--- config.mk ---
export PLATFORM = sky130hd
export DESIGN_NAME = dual_wheel_odometry_core
export DESIGN_NICKNAME = d
export VERILOG_FILES = /design/src/rtl/dwo_pkg.sv /design/src/rtl/dwo_front.sv /design/src/rtl/dwo_div.sv /design/src/rtl/dwo_back.sv /design/src/rtl/dual_wheel_odometry_core.sv
export SDC_FILE = /design/constraint.sdc
export NUM_CORES = 2
export LEC_CHECK = 0
export BUFFER_PORTS_ARGS = -buffer_cell sky130_fd_sc_hd__buf_4
export CAP_MARGIN = 20
export CELL_PAD_IN_SITES_DETAIL_PLACEMENT = 1
export CELL_PAD_IN_SITES_GLOBAL_PLACEMENT = 2
export CORE_MARGIN = 10
export CORE_UTILIZATION = 43
export CTS_CLUSTER_SIZE = 10
export DETAILED_ROUTE_END_ITERATION = 7
export PLACE_DENSITY_LB_ADDON = 0.12
export SLEW_MARGIN = 10
export SYNTH_ARGS = -nofsm -noshare
export SYNTH_HDL_FRONTEND = slang
export SYNTH_SLANG_ARGS = --single-unit
--- constraint.sdc ---
create_clock -name clk_i -period 18.4 [get_ports clk_i]
set_clock_uncertainty 0.15 [all_clocks]
set_input_delay 0.92 -clock clk_i [delete_from_list [all_inputs] [get_ports clk_i]]
set_output_delay 0.92 -clock clk_i [all_outputs]
set_load 0.005 [all_outputs]
--- src/rtl/dwo_pkg.sv ---
// Types and constants shared by the odometry core modules
package dwo_pkg;

  localparam int unsigned CfgIdxW  = 3;
  localparam int unsigned CfgDataW = 16;

  localparam logic [9:0]  TickPeriodRst   = 10'd50;
  localparam logic [13:0] SamplePeriodRst = 14'd100;
  localparam logic [11:0] MmPerRevRst     = 12'd200;
  localparam logic [15:0] CountsPerRevRst = 16'd4000;

  localparam logic [9:0]  MsPerSec     = 10'd1000;
  localparam logic [31:0] Recip10      = 32'hCCCC_CCCD;
  localparam int unsigned Recip10Shift = 35;

  localparam int unsigned DvdW     = 54;
  localparam int unsigned DsrW     = 30;
  localparam int unsigned QuoW     = 32;
  localparam int unsigned DivSteps = DvdW / 2;
  localparam int unsigned DivCntW  = $clog2(DivSteps);

  typedef enum logic [1:0] {
    REQ_TICK   = 2'd0,
    REQ_CLEAR  = 2'd1,
    REQ_STATUS = 2'd2
  } req_e;

  typedef enum logic [1:0] {
    OP_TICK,
    OP_CLEAR,
    OP_STATUS,
    OP_REPORT
  } op_e;

  typedef enum logic [2:0] {
    CFG_TICK_PERIOD   = 3'd0,
    CFG_SAMPLE_PERIOD = 3'd1,
    CFG_LEFT_MM       = 3'd2,
    CFG_RIGHT_MM      = 3'd3,
    CFG_COUNTS        = 3'd4
  } cfg_idx_e;

  typedef enum logic [2:0] {
    ST_IDLE,
    ST_MUL,
    ST_DIV,
    ST_DWAIT,
    ST_CMUL,
    ST_CSTORE,
    ST_OUT
  } seq_e;

  typedef struct packed {
    logic        [1:0]  req_type;
    logic signed [15:0] delta_left;
    logic signed [15:0] delta_right;
  } in_word_t;

  typedef struct packed {
    logic signed [31:0] count_left;
    logic signed [31:0] count_right;
    logic signed [31:0] distance_mm_left;
    logic signed [31:0] distance_mm_right;
    logic signed [15:0] distance_cm_left;
    logic signed [15:0] distance_cm_right;
    logic signed [31:0] speed_mm_s_left;
    logic signed [31:0] speed_mm_s_right;
    logic signed [15:0] speed_cm_s_left;
    logic signed [15:0] speed_cm_s_right;
    logic               speed_updated;
  } out_word_t;

  typedef struct packed {
    op_e                op;
    logic signed [15:0] delta_left;
    logic signed [15:0] delta_right;
  } cmd_t;

  typedef struct packed {
    logic [9:0]  tick_period_ms;
    logic [13:0] sample_period_ms;
    logic [11:0] left_mm_per_rev;
    logic [11:0] right_mm_per_rev;
    logic [15:0] counts_per_rev;
  } cfg_t;

  typedef struct packed {
    logic            start;
    logic [DvdW-1:0] dividend;
    logic [DsrW-1:0] divisor;
  } div_req_t;

  typedef struct packed {
    logic            done;
    logic [QuoW-1:0] quotient;
  } div_rsp_t;

endpackage

--- src/rtl/dwo_front.sv ---
// Input side: classifies request words and queues them for the back end
module dwo_front #(
  parameter int unsigned QueueDepth = 2
) (
  input  logic               clk_i,
  input  logic               rst_ni,
  input  logic               push_i,
  input  dwo_pkg::in_word_t  in_i,
  output logic               full_o,
  output logic               cmd_valid_o,
  input  logic               cmd_pop_i,
  output dwo_pkg::cmd_t      cmd_o
);

  localparam int unsigned PtrW = $clog2(QueueDepth);
  localparam int unsigned CntW = $clog2(QueueDepth + 1);
  localparam logic [PtrW-1:0] LastPtr  = PtrW'(QueueDepth - 1);
  localparam logic [CntW-1:0] DepthCnt = CntW'(QueueDepth);

  dwo_pkg::cmd_t   mem_q [QueueDepth];
  dwo_pkg::cmd_t   cmd_new;
  logic [PtrW-1:0] wr_ptr_q, wr_ptr_d, rd_ptr_q, rd_ptr_d;
  logic [CntW-1:0] cnt_q, cnt_d;
  logic            do_push, do_pop;

  always_comb begin
    cmd_new.delta_left  = in_i.delta_left;
    cmd_new.delta_right = in_i.delta_right;
    unique case (in_i.req_type)
      dwo_pkg::REQ_TICK:   cmd_new.op = dwo_pkg::OP_TICK;
      dwo_pkg::REQ_CLEAR:  cmd_new.op = dwo_pkg::OP_CLEAR;
      dwo_pkg::REQ_STATUS: cmd_new.op = dwo_pkg::OP_STATUS;
      default:             cmd_new.op = dwo_pkg::OP_REPORT;
    endcase
  end

  assign full_o      = (cnt_q == DepthCnt);
  assign cmd_valid_o = (cnt_q != '0);
  assign do_push     = push_i && !full_o;
  assign do_pop      = cmd_pop_i && cmd_valid_o;
  assign cmd_o       = mem_q[rd_ptr_q];

  always_comb begin
    wr_ptr_d = wr_ptr_q;
    rd_ptr_d = rd_ptr_q;
    cnt_d    = cnt_q;
    if (do_push) begin
      wr_ptr_d = (wr_ptr_q == LastPtr) ? '0 : wr_ptr_q + PtrW'(1);
    end
    if (do_pop) begin
      rd_ptr_d = (rd_ptr_q == LastPtr) ? '0 : rd_ptr_q + PtrW'(1);
    end
    unique case ({do_push, do_pop})
      2'b10:   cnt_d = cnt_q + CntW'(1);
      2'b01:   cnt_d = cnt_q - CntW'(1);
      default: cnt_d = cnt_q;
    endcase
  end

  always_ff @(posedge clk_i or negedge rst_ni) begin
    if (!rst_ni) begin
      wr_ptr_q <= '0;
      rd_ptr_q <= '0;
      cnt_q    <= '0;
    end else begin
      wr_ptr_q <= wr_ptr_d;
      rd_ptr_q <= rd_ptr_d;
      cnt_q    <= cnt_d;
    end
  end

  always_ff @(posedge clk_i) begin
    if (do_push) begin
      mem_q[wr_ptr_q] <= cmd_new;
    end
  end

endmodule

--- src/rtl/dwo_div.sv ---
// Unsigned restoring divider, two quotient bits per cycle, low quotient bits kept
module dwo_div (
  input  logic              clk_i,
  input  logic              rst_ni,
  input  dwo_pkg::div_req_t req_i,
  output dwo_pkg::div_rsp_t rsp_o
);

  localparam int unsigned DvdW = dwo_pkg::DvdW;
  localparam int unsigned DsrW = dwo_pkg::DsrW;
  localparam int unsigned QuoW = dwo_pkg::QuoW;
  localparam int unsigned CntW = dwo_pkg::DivCntW;

  logic            busy_q, done_q;
  logic [CntW-1:0] cnt_q;
  logic [DvdW-1:0] dvd_q;
  logic [DsrW-1:0] dsr_q, rem_q;
  logic [QuoW-1:0] quo_q;

  logic [DsrW:0]   r1, r2;
  logic [DsrW-1:0] rem1, rem2;
  logic            b1, b2;
  logic            zero_dsr;

  assign zero_dsr = (req_i.divisor == '0);

  always_comb begin
    r1   = {rem_q, dvd_q[DvdW-1]};
    b1   = (r1 >= {1'b0, dsr_q});
    rem1 = b1 ? DsrW'(r1 - {1'b0, dsr_q}) : r1[DsrW-1:0];
    r2   = {rem1, dvd_q[DvdW-2]};
    b2   = (r2 >= {1'b0, dsr_q});
    rem2 = b2 ? DsrW'(r2 - {1'b0, dsr_q}) : r2[DsrW-1:0];
  end

  always_ff @(posedge clk_i or negedge rst_ni) begin
    if (!rst_ni) begin
      busy_q <= 1'b0;
      done_q <= 1'b0;
      cnt_q  <= '0;
    end else if (req_i.start) begin
      busy_q <= !zero_dsr;
      done_q <= zero_dsr;
      cnt_q  <= CntW'(dwo_pkg::DivSteps - 1);
    end else if (busy_q) begin
      cnt_q  <= cnt_q - CntW'(1);
      busy_q <= (cnt_q != '0);
      done_q <= (cnt_q == '0);
    end else begin
      done_q <= 1'b0;
    end
  end

  always_ff @(posedge clk_i) begin
    if (req_i.start) begin
      dvd_q <= req_i.dividend;
      dsr_q <= req_i.divisor;
      rem_q <= '0;
      quo_q <= '0;
    end else if (busy_q) begin
      dvd_q <= {dvd_q[DvdW-3:0], 2'b00};
      rem_q <= rem2;
      quo_q <= {quo_q[QuoW-3:0], b1, b2};
    end
  end

  assign rsp_o.done     = done_q;
  assign rsp_o.quotient = quo_q;

endmodule

--- src/rtl/dwo_back.sv ---
// Back end: odometry state, shared multiplier sequencing and result register
module dwo_back (
  input  logic               clk_i,
  input  logic               rst_ni,
  input  dwo_pkg::cfg_t      cfg_i,
  input  logic               cmd_valid_i,
  input  dwo_pkg::cmd_t      cmd_i,
  output logic               cmd_pop_o,
  output dwo_pkg::div_req_t  div_req_o,
  input  dwo_pkg::div_rsp_t  div_rsp_i,
  input  logic               pop_i,
  output logic               empty_o,
  output dwo_pkg::out_word_t result_o
);

  dwo_pkg::seq_e state_q, state_d;

  logic [31:0] total_l_q, total_r_q, win_l_q, win_r_q, speed_l_q, speed_r_q;
  logic [15:0] elapsed_q;
  logic        flag_q, flag_out_q;
  logic [31:0] diff_l_q, diff_r_q, dist_l_q, dist_r_q;
  logic [15:0] cm_q [4];
  logic [63:0] product_q;
  logic        sign_q;
  logic [1:0]  job_q;
  logic [21:0] kl_q, kr_q;
  logic [29:0] dsp_q;
  logic        out_valid_q;
  dwo_pkg::out_word_t result_q;

  logic        item_ld, mul_en, div_start, job_wr, cm_wr, out_ld, slot_free;
  logic [31:0] tot_l_n, tot_r_n, mul_x, mul_a, mul_b, quo_s;
  logic [15:0] el_sum, cm_raw, cm_s;
  logic        close_n;

  assign slot_free = !out_valid_q || pop_i;

  always_comb begin
    state_d = state_q;
    unique case (state_q)
      dwo_pkg::ST_IDLE:   if (cmd_valid_i) state_d = dwo_pkg::ST_MUL;
      dwo_pkg::ST_MUL:    state_d = dwo_pkg::ST_DIV;
      dwo_pkg::ST_DIV:    state_d = dwo_pkg::ST_DWAIT;
      dwo_pkg::ST_DWAIT: begin
        if (div_rsp_i.done) begin
          state_d = (job_q == 2'd3) ? dwo_pkg::ST_CMUL : dwo_pkg::ST_MUL;
        end
      end
      dwo_pkg::ST_CMUL:   state_d = dwo_pkg::ST_CSTORE;
      dwo_pkg::ST_CSTORE: begin
        state_d = (job_q == 2'd3) ? dwo_pkg::ST_OUT : dwo_pkg::ST_CMUL;
      end
      dwo_pkg::ST_OUT:    if (slot_free) state_d = dwo_pkg::ST_IDLE;
      default:            state_d = dwo_pkg::ST_IDLE;
    endcase
  end

  always_comb begin
    item_ld   = 1'b0;
    mul_en    = 1'b0;
    div_start = 1'b0;
    job_wr    = 1'b0;
    cm_wr     = 1'b0;
    out_ld    = 1'b0;
    unique case (state_q)
      dwo_pkg::ST_IDLE:   item_ld   = cmd_valid_i;
      dwo_pkg::ST_MUL:    mul_en    = 1'b1;
      dwo_pkg::ST_DIV:    div_start = 1'b1;
      dwo_pkg::ST_DWAIT:  job_wr    = div_rsp_i.done;
      dwo_pkg::ST_CMUL:   mul_en    = 1'b1;
      dwo_pkg::ST_CSTORE: cm_wr     = 1'b1;
      dwo_pkg::ST_OUT:    out_ld    = slot_free;
      default:            item_ld   = 1'b0;
    endcase
  end

  assign cmd_pop_o = item_ld;

  always_comb begin
    tot_l_n = total_l_q - {{14{cmd_i.delta_left[15]}}, cmd_i.delta_left, 2'b00};
    tot_r_n = total_r_q + {{16{cmd_i.delta_right[15]}}, cmd_i.delta_right};
    el_sum  = elapsed_q + {6'b0, cfg_i.tick_period_ms};
    close_n = (cmd_i.op == dwo_pkg::OP_TICK) && (el_sum >= {2'b0, cfg_i.sample_period_ms});
  end

  // select operands of the shared multiplier
  always_comb begin
    if (state_q == dwo_pkg::ST_CMUL) begin
      mul_b = dwo_pkg::Recip10;
      unique case (job_q)
        2'd0:    mul_x = dist_l_q;
        2'd1:    mul_x = dist_r_q;
        2'd2:    mul_x = speed_l_q;
        default: mul_x = speed_r_q;
      endcase
    end else begin
      unique case (job_q)
        2'd0:    begin mul_x = diff_l_q;  mul_b = {10'b0, kl_q}; end
        2'd1:    begin mul_x = diff_r_q;  mul_b = {10'b0, kr_q}; end
        2'd2:    begin mul_x = total_l_q; mul_b = {20'b0, cfg_i.left_mm_per_rev}; end
        default: begin mul_x = total_r_q; mul_b = {20'b0, cfg_i.right_mm_per_rev}; end
      endcase
    end
    mul_a = mul_x[31] ? (~mul_x + 32'd1) : mul_x;
  end

  assign div_req_o.start    = div_start;
  assign div_req_o.dividend = product_q[dwo_pkg::DvdW-1:0];
  assign div_req_o.divisor  = job_q[1] ? {14'b0, cfg_i.counts_per_rev} : dsp_q;

  assign quo_s  = sign_q ? (32'd0 - div_rsp_i.quotient) : div_rsp_i.quotient;
  assign cm_raw = product_q[dwo_pkg::Recip10Shift +: 16];
  assign cm_s   = sign_q ? (16'd0 - cm_raw) : cm_raw;

  always_ff @(posedge clk_i or negedge rst_ni) begin
    if (!rst_ni) begin
      state_q     <= dwo_pkg::ST_IDLE;
      total_l_q   <= '0;
      total_r_q   <= '0;
      win_l_q     <= '0;
      win_r_q     <= '0;
      speed_l_q   <= '0;
      speed_r_q   <= '0;
      elapsed_q   <= '0;
      flag_q      <= 1'b0;
      job_q       <= '0;
      out_valid_q <= 1'b0;
    end else begin
      state_q <= state_d;
      if (item_ld) begin
        job_q <= close_n ? 2'd0 : 2'd2;
        unique case (cmd_i.op)
          dwo_pkg::OP_TICK: begin
            total_l_q <= tot_l_n;
            total_r_q <= tot_r_n;
            if (close_n) begin
              elapsed_q <= '0;
              win_l_q   <= tot_l_n;
              win_r_q   <= tot_r_n;
              flag_q    <= 1'b1;
            end else begin
              elapsed_q <= el_sum;
            end
          end
          dwo_pkg::OP_CLEAR: begin
            total_l_q <= '0;
            total_r_q <= '0;
            win_l_q   <= '0;
            win_r_q   <= '0;
            speed_l_q <= '0;
            speed_r_q <= '0;
            elapsed_q <= '0;
          end
          dwo_pkg::OP_STATUS: flag_q <= 1'b0;
          default:            flag_q <= flag_q;
        endcase
      end
      if (job_wr || cm_wr) begin
        job_q <= job_q + 2'd1;
      end
      if (job_wr && job_q == 2'd0) speed_l_q <= quo_s;
      if (job_wr && job_q == 2'd1) speed_r_q <= quo_s;
      if (out_ld) begin
        out_valid_q <= 1'b1;
      end else if (pop_i) begin
        out_valid_q <= 1'b0;
      end
    end
  end

  always_ff @(posedge clk_i) begin
    kl_q  <= 22'(cfg_i.left_mm_per_rev * dwo_pkg::MsPerSec);
    kr_q  <= 22'(cfg_i.right_mm_per_rev * dwo_pkg::MsPerSec);
    dsp_q <= 30'({14'b0, cfg_i.counts_per_rev} * {16'b0, cfg_i.sample_period_ms});
    if (item_ld) begin
      flag_out_q <= (cmd_i.op == dwo_pkg::OP_TICK) ? (flag_q || close_n) : flag_q;
      diff_l_q   <= tot_l_n - win_l_q;
      diff_r_q   <= tot_r_n - win_r_q;
    end
    if (mul_en) begin
      product_q <= {32'b0, mul_a} * {32'b0, mul_b};
      sign_q    <= mul_x[31];
    end
    if (job_wr && job_q == 2'd2) dist_l_q <= quo_s;
    if (job_wr && job_q == 2'd3) dist_r_q <= quo_s;
    if (cm_wr) begin
      cm_q[job_q] <= cm_s;
    end
    if (out_ld) begin
      result_q.count_left        <= total_l_q;
      result_q.count_right       <= total_r_q;
      result_q.distance_mm_left  <= dist_l_q;
      result_q.distance_mm_right <= dist_r_q;
      result_q.distance_cm_left  <= cm_q[0];
      result_q.distance_cm_right <= cm_q[1];
      result_q.speed_mm_s_left   <= speed_l_q;
      result_q.speed_mm_s_right  <= speed_r_q;
      result_q.speed_cm_s_left   <= cm_q[2];
      result_q.speed_cm_s_right  <= cm_q[3];
      result_q.speed_updated     <= flag_out_q;
    end
  end

  assign empty_o  = !out_valid_q;
  assign result_o = result_q;

endmodule

--- src/rtl/dual_wheel_odometry_core.sv ---
// Top level of the dual wheel odometry core: configuration registers and unit wiring
//
// Request words enter through a short queue (push/full) and results leave through a
// one-word output register (empty/pop); exactly one result word follows each request.
// Words are processed one at a time: the back end takes no new request until the result of
// the current one is loaded into the output register. The time per request is set by the
// single shared divider, which yields two quotient bits per cycle; each request runs two
// distance divisions, a closing tick two speed divisions as well, plus four reciprocal
// multiplies for the centimetre values on the shared 32x32 multiplier.
// Configuration writes are always taken (cfg_ready_o is high) and must only be issued
// while no request is outstanding.
module dual_wheel_odometry_core #(
  parameter int unsigned QueueDepth = 2
) (
  input  logic                           clk_i,
  input  logic                           rst_ni,
  input  logic                           push,
  output logic                           full,
  input  dwo_pkg::in_word_t              in_i,
  output logic                           empty,
  input  logic                           pop,
  output dwo_pkg::out_word_t             result_o,
  input  logic                           cfg_valid_i,
  output logic                           cfg_ready_o,
  input  logic [dwo_pkg::CfgIdxW-1:0]    cfg_index_i,
  input  logic [dwo_pkg::CfgDataW-1:0]   cfg_data_i
);

  dwo_pkg::cfg_t     cfg_q;
  dwo_pkg::cmd_t     cmd;
  dwo_pkg::div_req_t div_req;
  dwo_pkg::div_rsp_t div_rsp;
  logic              cmd_valid, cmd_pop;

  assign cfg_ready_o = 1'b1;

  always_ff @(posedge clk_i or negedge rst_ni) begin
    if (!rst_ni) begin
      cfg_q.tick_period_ms   <= dwo_pkg::TickPeriodRst;
      cfg_q.sample_period_ms <= dwo_pkg::SamplePeriodRst;
      cfg_q.left_mm_per_rev  <= dwo_pkg::MmPerRevRst;
      cfg_q.right_mm_per_rev <= dwo_pkg::MmPerRevRst;
      cfg_q.counts_per_rev   <= dwo_pkg::CountsPerRevRst;
    end else if (cfg_valid_i && cfg_ready_o) begin
      unique case (cfg_index_i)
        dwo_pkg::CFG_TICK_PERIOD:   cfg_q.tick_period_ms   <= cfg_data_i[9:0];
        dwo_pkg::CFG_SAMPLE_PERIOD: cfg_q.sample_period_ms <= cfg_data_i[13:0];
        dwo_pkg::CFG_LEFT_MM:       cfg_q.left_mm_per_rev  <= cfg_data_i[11:0];
        dwo_pkg::CFG_RIGHT_MM:      cfg_q.right_mm_per_rev <= cfg_data_i[11:0];
        dwo_pkg::CFG_COUNTS:        cfg_q.counts_per_rev   <= cfg_data_i[15:0];
        default:                    cfg_q                  <= cfg_q;
      endcase
    end
  end

  dwo_front #(
    .QueueDepth (QueueDepth)
  ) u_front (
    .clk_i       (clk_i),
    .rst_ni      (rst_ni),
    .push_i      (push),
    .in_i        (in_i),
    .full_o      (full),
    .cmd_valid_o (cmd_valid),
    .cmd_pop_i   (cmd_pop),
    .cmd_o       (cmd)
  );

  dwo_div u_div (
    .clk_i  (clk_i),
    .rst_ni (rst_ni),
    .req_i  (div_req),
    .rsp_o  (div_rsp)
  );

  dwo_back u_back (
    .clk_i       (clk_i),
    .rst_ni      (rst_ni),
    .cfg_i       (cfg_q),
    .cmd_valid_i (cmd_valid),
    .cmd_i       (cmd),
    .cmd_pop_o   (cmd_pop),
    .div_req_o   (div_req),
    .div_rsp_i   (div_rsp),
    .pop_i       (pop),
    .empty_o     (empty),
    .result_o    (result_o)
  );

endmodule

# Yosys cells after proc, flatten, opt, wreduce, memory -nomap -nowiden

Memories as Yosys holds them, arrays and structs flattened. A register that Yosys moved wholly into a read port is not among the register bits.
Cells that the tools add are included.

Memory bits (writable): 132
Memories: 2
Output and inout bits: 260
Flip-flop bits (word level): 881

Mux-type cells: 59
Eq/ne operators: 24
Bitwise gates (word level): 1
Order comparisons: 3
Reductions and logical operators: 44
Multipliers: 4
$add $sub $neg: 16

Memories:

| memory        | words | bits a word | read ports | clocked after Yosys merged registers in | write ports | RTL line        | text |
|---|---|---|---|---|---|---|---|
| u_front.mem_q | 2     | 34          | 1          | 0                                       | 1           | dwo_front.sv:20 | `dwo_pkg::cmd_t mem_q [QueueDepth];` |
| u_back.cm_q   | 4     | 16          | 4          | 4                                       | 1           | dwo_back.sv:22  | `logic [15:0] cm_q [4];` |

Operators by type and width:

| cell                                                                 | number |
|---|---|
| 32-bit 2-to-1 mux                                                    | 10 |
| 32-bit one-hot mux with 2 select lines                               | 4 |
| 32-bit one-hot mux with 3 select lines                               | 2 |
| 54-bit 2-to-1 mux                                                    | 2 |
| 32-bit subtractor                                                    | 3 |
| 30-bit 2-to-1 mux                                                    | 3 |
| 22-bit one-hot mux with 3 select lines                               | 1 |
| 31-bit by 30-bit >= comparator with 1-bit output                     | 2 |
| 30-bit subtractor                                                    | 2 |
| 32-bit by 32-bit multiplier with 54-bit output                       | 1 |
| 12-bit by 7-bit multiplier with 19-bit output, second input constant | 2 |
| 32-bit by 1-bit adder with 32-bit output, second input constant      | 1 |
| 32-bit adder                                                         | 1 |
| 16-bit 2-to-1 mux                                                    | 2 |
| 32-bit inverter                                                      | 1 |
| 16-bit one-hot mux with 2 select lines                               | 1 |
| 1-bit by 32-bit subtractor with 32-bit output, first input constant  | 1 |
| 30-bit logical NOT                                                   | 1 |
| 16-bit by 14-bit multiplier with 30-bit output                       | 1 |
| 2-bit nonzero test                                                   | 11 |
| 3-bit one-hot mux with 7 select lines                                | 1 |
| 1-bit 2-to-1 mux                                                     | 20 |
| 16-bit by 10-bit adder with 16-bit output                            | 1 |
| 16-bit by 14-bit >= comparator with 1-bit output                     | 1 |
| 28 further kinds                                                     | 76 |

# Longest topological paths before layout

Depth in word-level cells: 7
Depth in mapped cells: 43
Gate-level depth less buffers: 38

# Hierarchy

Synthesis repeated with hierarchy kept, for this count alone.

Cell total of the unflattened synthesis: 8434
Area total of the unflattened synthesis: 89066.7 sq um

Modules (own cells, without submodules):

| module                   | cells an instance | area each (sq um) | sequential area each (sq um) | instances |
|---|---|---|---|---|
| dwo_back                 | 7155              | 73884.6           | 21906.0                      | 1 |
| dwo_div                  | 1011              | 9959.6            | 3938.8                       | 1 |
| dwo_front                | 126               | 2676.3            | 2142.1                       | 1 |
| dual_wheel_odometry_core | 142               | 2546.2            | 1624.1                       | 1 |

# Least setup slack after synthesis

Ideal clock, no wire load.

Path kind: input port to flip-flop
Start point: input pop
End point: register, netlist name result_o[100]
Setup time: 0.962 ns
Stages: 2
Setup slack: 3.975 ns
Buffers on the path: 0
Data arrival time: 13.313 ns
Cells stage by stage: inv_1 -> a21oi_1

Longest elaborated chain between the ends: 2

Ends and longest elaborated chain:

| item               | RTL line                       | text |
|---|---|---|
| start: declaration | dual_wheel_odometry_core.sv:21 | `input logic pop,` |
| 1-bit logical OR   | dwo_back.sv:36                 | `assign slot_free = !out_valid_q \|\| pop_i;` |
| 1-bit 2-to-1 mux   | dwo_back.sv:65                 | `unique case (state_q)` |
| net u_back.out_ld  | dwo_back.sv:31                 | `logic item_ld, mul_en, div_start, job_wr, cm_wr, out_ld, slot_free;` |

The timed path passes the listed nets, and every way through them passes these cells.
A chain may end at the register's enable or synchronous reset.

# Worst setup path in the final report

Start point: register u_back.job_q[0]
End point: register u_back.product_q[52] (data pin)

Longest elaborated chain between the ends: 7
Elaborated cells between the ends (all ways): 12
Classes of those cells: add/sub: 1; mul: 1; eq/ne: 2; mux: 6; bitwise: 1; reduce/logical: 1

Ends and longest elaborated chain:

| item                                                             | RTL line                       | text |
|---|---|---|
| start: declaration                                               | dwo_back.sv:25                 | `logic [1:0] job_q;` |
| start signal: assignment                                         | dwo_back.sv:131                | `job_q <= close_n ? 2'd0 : 2'd2;` |
| start signal: assignment                                         | dwo_back.sv:159                | `job_q <= job_q + 2'd1;` |
| 2-bit == test (tied with other cells)                            | dwo_back.sv:90, dwo_back.sv:97 |  |
| 32-bit one-hot mux with 3 select lines, on equally long branches | dwo_back.sv:97, dwo_back.sv:90 |  |
| 32-bit 2-to-1 mux                                                | dwo_back.sv:88                 | `if (state_q == dwo_pkg::ST_CMUL) begin` |
| 32-bit inverter                                                  | dwo_back.sv:104                | `mul_a = mul_x[31] ? (~mul_x + 32'd1) : mul_x;` |
| 32-bit by 1-bit adder with 32-bit output                         | dwo_back.sv:104                |  |
| 32-bit 2-to-1 mux                                                | dwo_back.sv:104                |  |
| 32-bit by 32-bit multiplier with 54-bit output (*)               | dwo_back.sv:181                | `product_q <= {32'b0, mul_a} * {32'b0, mul_b};` |
| end signal: assignment                                           | dwo_back.sv:181                |  |
| end: declaration                                                 | dwo_back.sv:23                 | `logic [63:0] product_q;` |

Every way passes the cells marked *; elsewhere a longest branch is shown, timed or not.

==> impl_metrics.csv <==
group,metric,value,unit
layout,areaGrowthSynthToFinish,11.7,%
layout,layout-drive-gt1-share,10.5,%
logic_synthesis,synthesis.nets,10021,
logic_synthesis,synth_flop_cell,"edfxtp_1",
logic_synthesis,synthArstFlopShare,26.9,%
logic_synthesis,avgSynthCellArea,10.5,um2
route,drtPass1Iterations,8,
global_route,grt_max_degree,153,
route,drtIter0Drc,4350,
critical_path,reg2reg_slack,5.55,ns
layout,multi_input_area,52100,um2
timing,setup_viol,0,
clocking,cts_made_buffers,134,
logic_synthesis,synth_area_leader_cell,"fa_1",
layout,nets,10282,
clocking,cts-root-buf,"clkbuf_16",
clocking,cts-resized-gates,0,
critical_path,cpPeakStageDelay,0.89,ns
floorplan,start_util,43.3,%
timing,period_share,69.8,%
timing,min_period,12.85,ns
timing,fmax,0.0778,GHz
clocking,cts_setup_buffers,0,
floorplan,ios,318,
critical_path,worst_path_max_delay_cell,"xnor2_2",
critical_path,endpoint,"u_back.product_q[52]",
clocking,clkLatencyLatePin,0.82,ns
route,wire_per_inst,25.6,um
layout,fillers,21999,
floorplan,die_area,222000,um2
placed_design,placed_area,93400,um2
route,drcViolationCount,23,
clocking,clkTransAtPathRegs,0.06,ns
logic_synthesis,ys_seq_elements,1077,
logic_synthesis,synth_common_cells,"inv_1 (1,348), fa_1 (996), nand2_1 (843), edfxtp_1 (657), ha_1 (651)",
critical_path,path_class,"flop to flop",
timing,slew_headroom,18.3,%
critical_path,cp-end-kind,"flop",
global_route,grt_overflow,0,
timing,final-hold-violation-count,0,
critical_path,r2r-end,"u_back.product_q[52]",
logic_synthesis,yosys_warnings,0,
critical_path,crit_required,18.76,ns
timing,worst_pin_slew,1.23,ns
timing,grt_setup_unrepaired,"false",
critical_path,cp.arrival,13.21,ns
logic_synthesis,netlist_area,87600,um2
floorplan,die_height,471,um
route,vias_per_cell,5.48,
clocking,cts_max_level,4,
critical_path,critPathLaunchType,"flop",
global_route,grt_usage,26.0,%
route,ant_nets,0,
global_route,grt_pass1_vias,68202,
logic_synthesis,synth_top_area_share,22.7,%
logic_synthesis,yosysSeqAreaShare,33.8,%
clocking,cts_tree,"done",
global_route,grt.busiest_layer,"met2",
logic_synthesis,yosysMostFrequentCell,"inv_1",
floorplan,row_count,165,
global_route,met1_usage,34.5,%
global_route,use_met2,43.4,%
layout,seq_area,29600,um2
critical_path,crit_fanout,48,
flow_run,maxCapViolCount,0,
floorplan,core,203000,um2
placed_design,numPortBuffers,316,
clocking,clock_path_buffers,3,
placed_design,gp_congestion,0.897,
timing,tns,0,ns
timing,slew_violations,0,
logic_synthesis,yosys-top-cells-area,"fa_1 (23%), edfxtp_1 (23%), ha_1 (9.3%)",
global_route,antenna_found_initial,9,
route,wirelength,291,mm
hold_path,min-delay-path-class,"input port to flop",
critical_path,reg2reg_depth,37,
critical_path,critPathLaunch,"u_back.job_q[0]",
status,status,"finished with violations",
critical_path,r2r-start,"u_back.job_q[0]",
status,violations,"DRC",
floorplan,die_x,471,um
clocking,clock-sinks,1077,
global_route,grt_pass1_wl,440,mm
logic_synthesis,ys_types,92,
clocking,cts_hold_buf,1,
route,vias,62256,
logic_synthesis,synth_edf_count,657,
global_route,use_met3,3.82,%
placed_design,dp_hpwl,228,mm
layout,finalInstanceArea,97900,um2
logic_synthesis,syn-instance-count,8316,
## routing by layer
metal / up-vias / routed length (um)
met1: 32442 / 127000
met3: 433 / 14800
li1: 27781 / -
met5: - / 21
met2: 1596 / 138000
met4: 4 / 12000
## area by class of cell
cell class	instances	share of cell area (%)
clock inverters	27	0.552
clock buffers	207	3.82
repair buffers	440	3.51
inverters	1349	5.18
flip-flops and latches	1077	30.3
diodes	6	0.0153
well taps	2672	3.42
multi-input cells	5575	53.2
## flip-flops by register name (all words and copies together), names as in the netlist, 54 cells and up
name and flops:
cfg_q 64, result_o 64, u_back.cm_q 64, u_back.product_q 54, u_back.result_o 193, u_div.dvd_q 54
u_front.mem_q 68
## cells by family after synthesis
| kind of cell | after synthesis | share of synthesized area, % |
|---|---|---|
| xor+xnor | 380 | 3.84 |
| mux | 256 | 3.58 |
| buf+inv | 1664 | 7.20 |
| other cells | 1 | 0.00428 |
| compound gates | 1175 | 8.76 |
| fa+ha+maj | 1647 | 32.0 |
| flops | 1077 | 33.8 |
| simple gates | 2116 | 10.8 |
## critical path: cells and delay by family, from the launching register on
family | cells | cell delay, ns
DFF | 1 | 0.47
AOI/OAI and AO/OA | 9 | 3.24
and+or+nand+nor | 7 | 0.99
xor gates and xnor gates | 2 | 1.03
buffers and inverters | 7 | 1.06
adders and majority gates | 11 | 4.80
muxes | 1 | 0.80
## through the flow
step	worst slack [ns]	hold slack, ns	util (%)	std cells
after global placement	5.96	0.251	46.1	11099
after detailed placement	5.64	0.256	46.1	11104
after global routing	4.85	0.0830	48.3	11349
after floorplan	3.97	0.250	-	8316
after CTS	5.60	0.0630	48.3	11339
final	5.55	0.137	48.3	11353
## cell usage in the layout, fill, tap and decap left out, types with 33 or more instances in the layout
master     synthesis  layout
or2_2             40      40
o21a_1            44      44
edfxtp_1         657     657
nand3_1          108     106
mux2_2           142     142
xnor2_1          235     225
ha_1             651     647
clkbuf_1         264      62
and2_1           163     160
clkbuf_16          0     134
inv_1           1348    1347
nand2b_1          93      92
a21oi_1          285     278
nand2_1          843     839
nor3_1            44      43
o31ai_1           37      37
fa_1             996     996
dfxtp_1          130     130
a21o_1           155     155
nor2_1           637     635
o21bai_1          41      41
mux2i_1           83      82
nor2b_1           47      47
buf_4              3     425
o21ai_0          309     304
a31oi_1           33      33
xor2_1           142     130
a22o_1            41      41
dfrtp_1          272     270
a222oi_1          73      73
## worst min path at each step
stage	start	end	slack [ns]	cells past startpoint
after floorplan	u_back.cm_q[1][3]	result_o[100]	0.25	0
after global placement	u_back.cm_q[0][8]	result_o[121]	0.25	0
after detailed placement	u_back.cm_q[1][7]	result_o[104]	0.26	0
after CTS	in_i[2]	u_front.mem_q[0][2]	0.06	1
after global routing	in_i[2]	u_front.mem_q[0][2]	0.08	1
final	in_i[2]	u_front.mem_q[0][2]	0.14	1
Power is not shown: default switching activity piles up to over one toggle a cycle in this logic, so the estimate is an artifact.
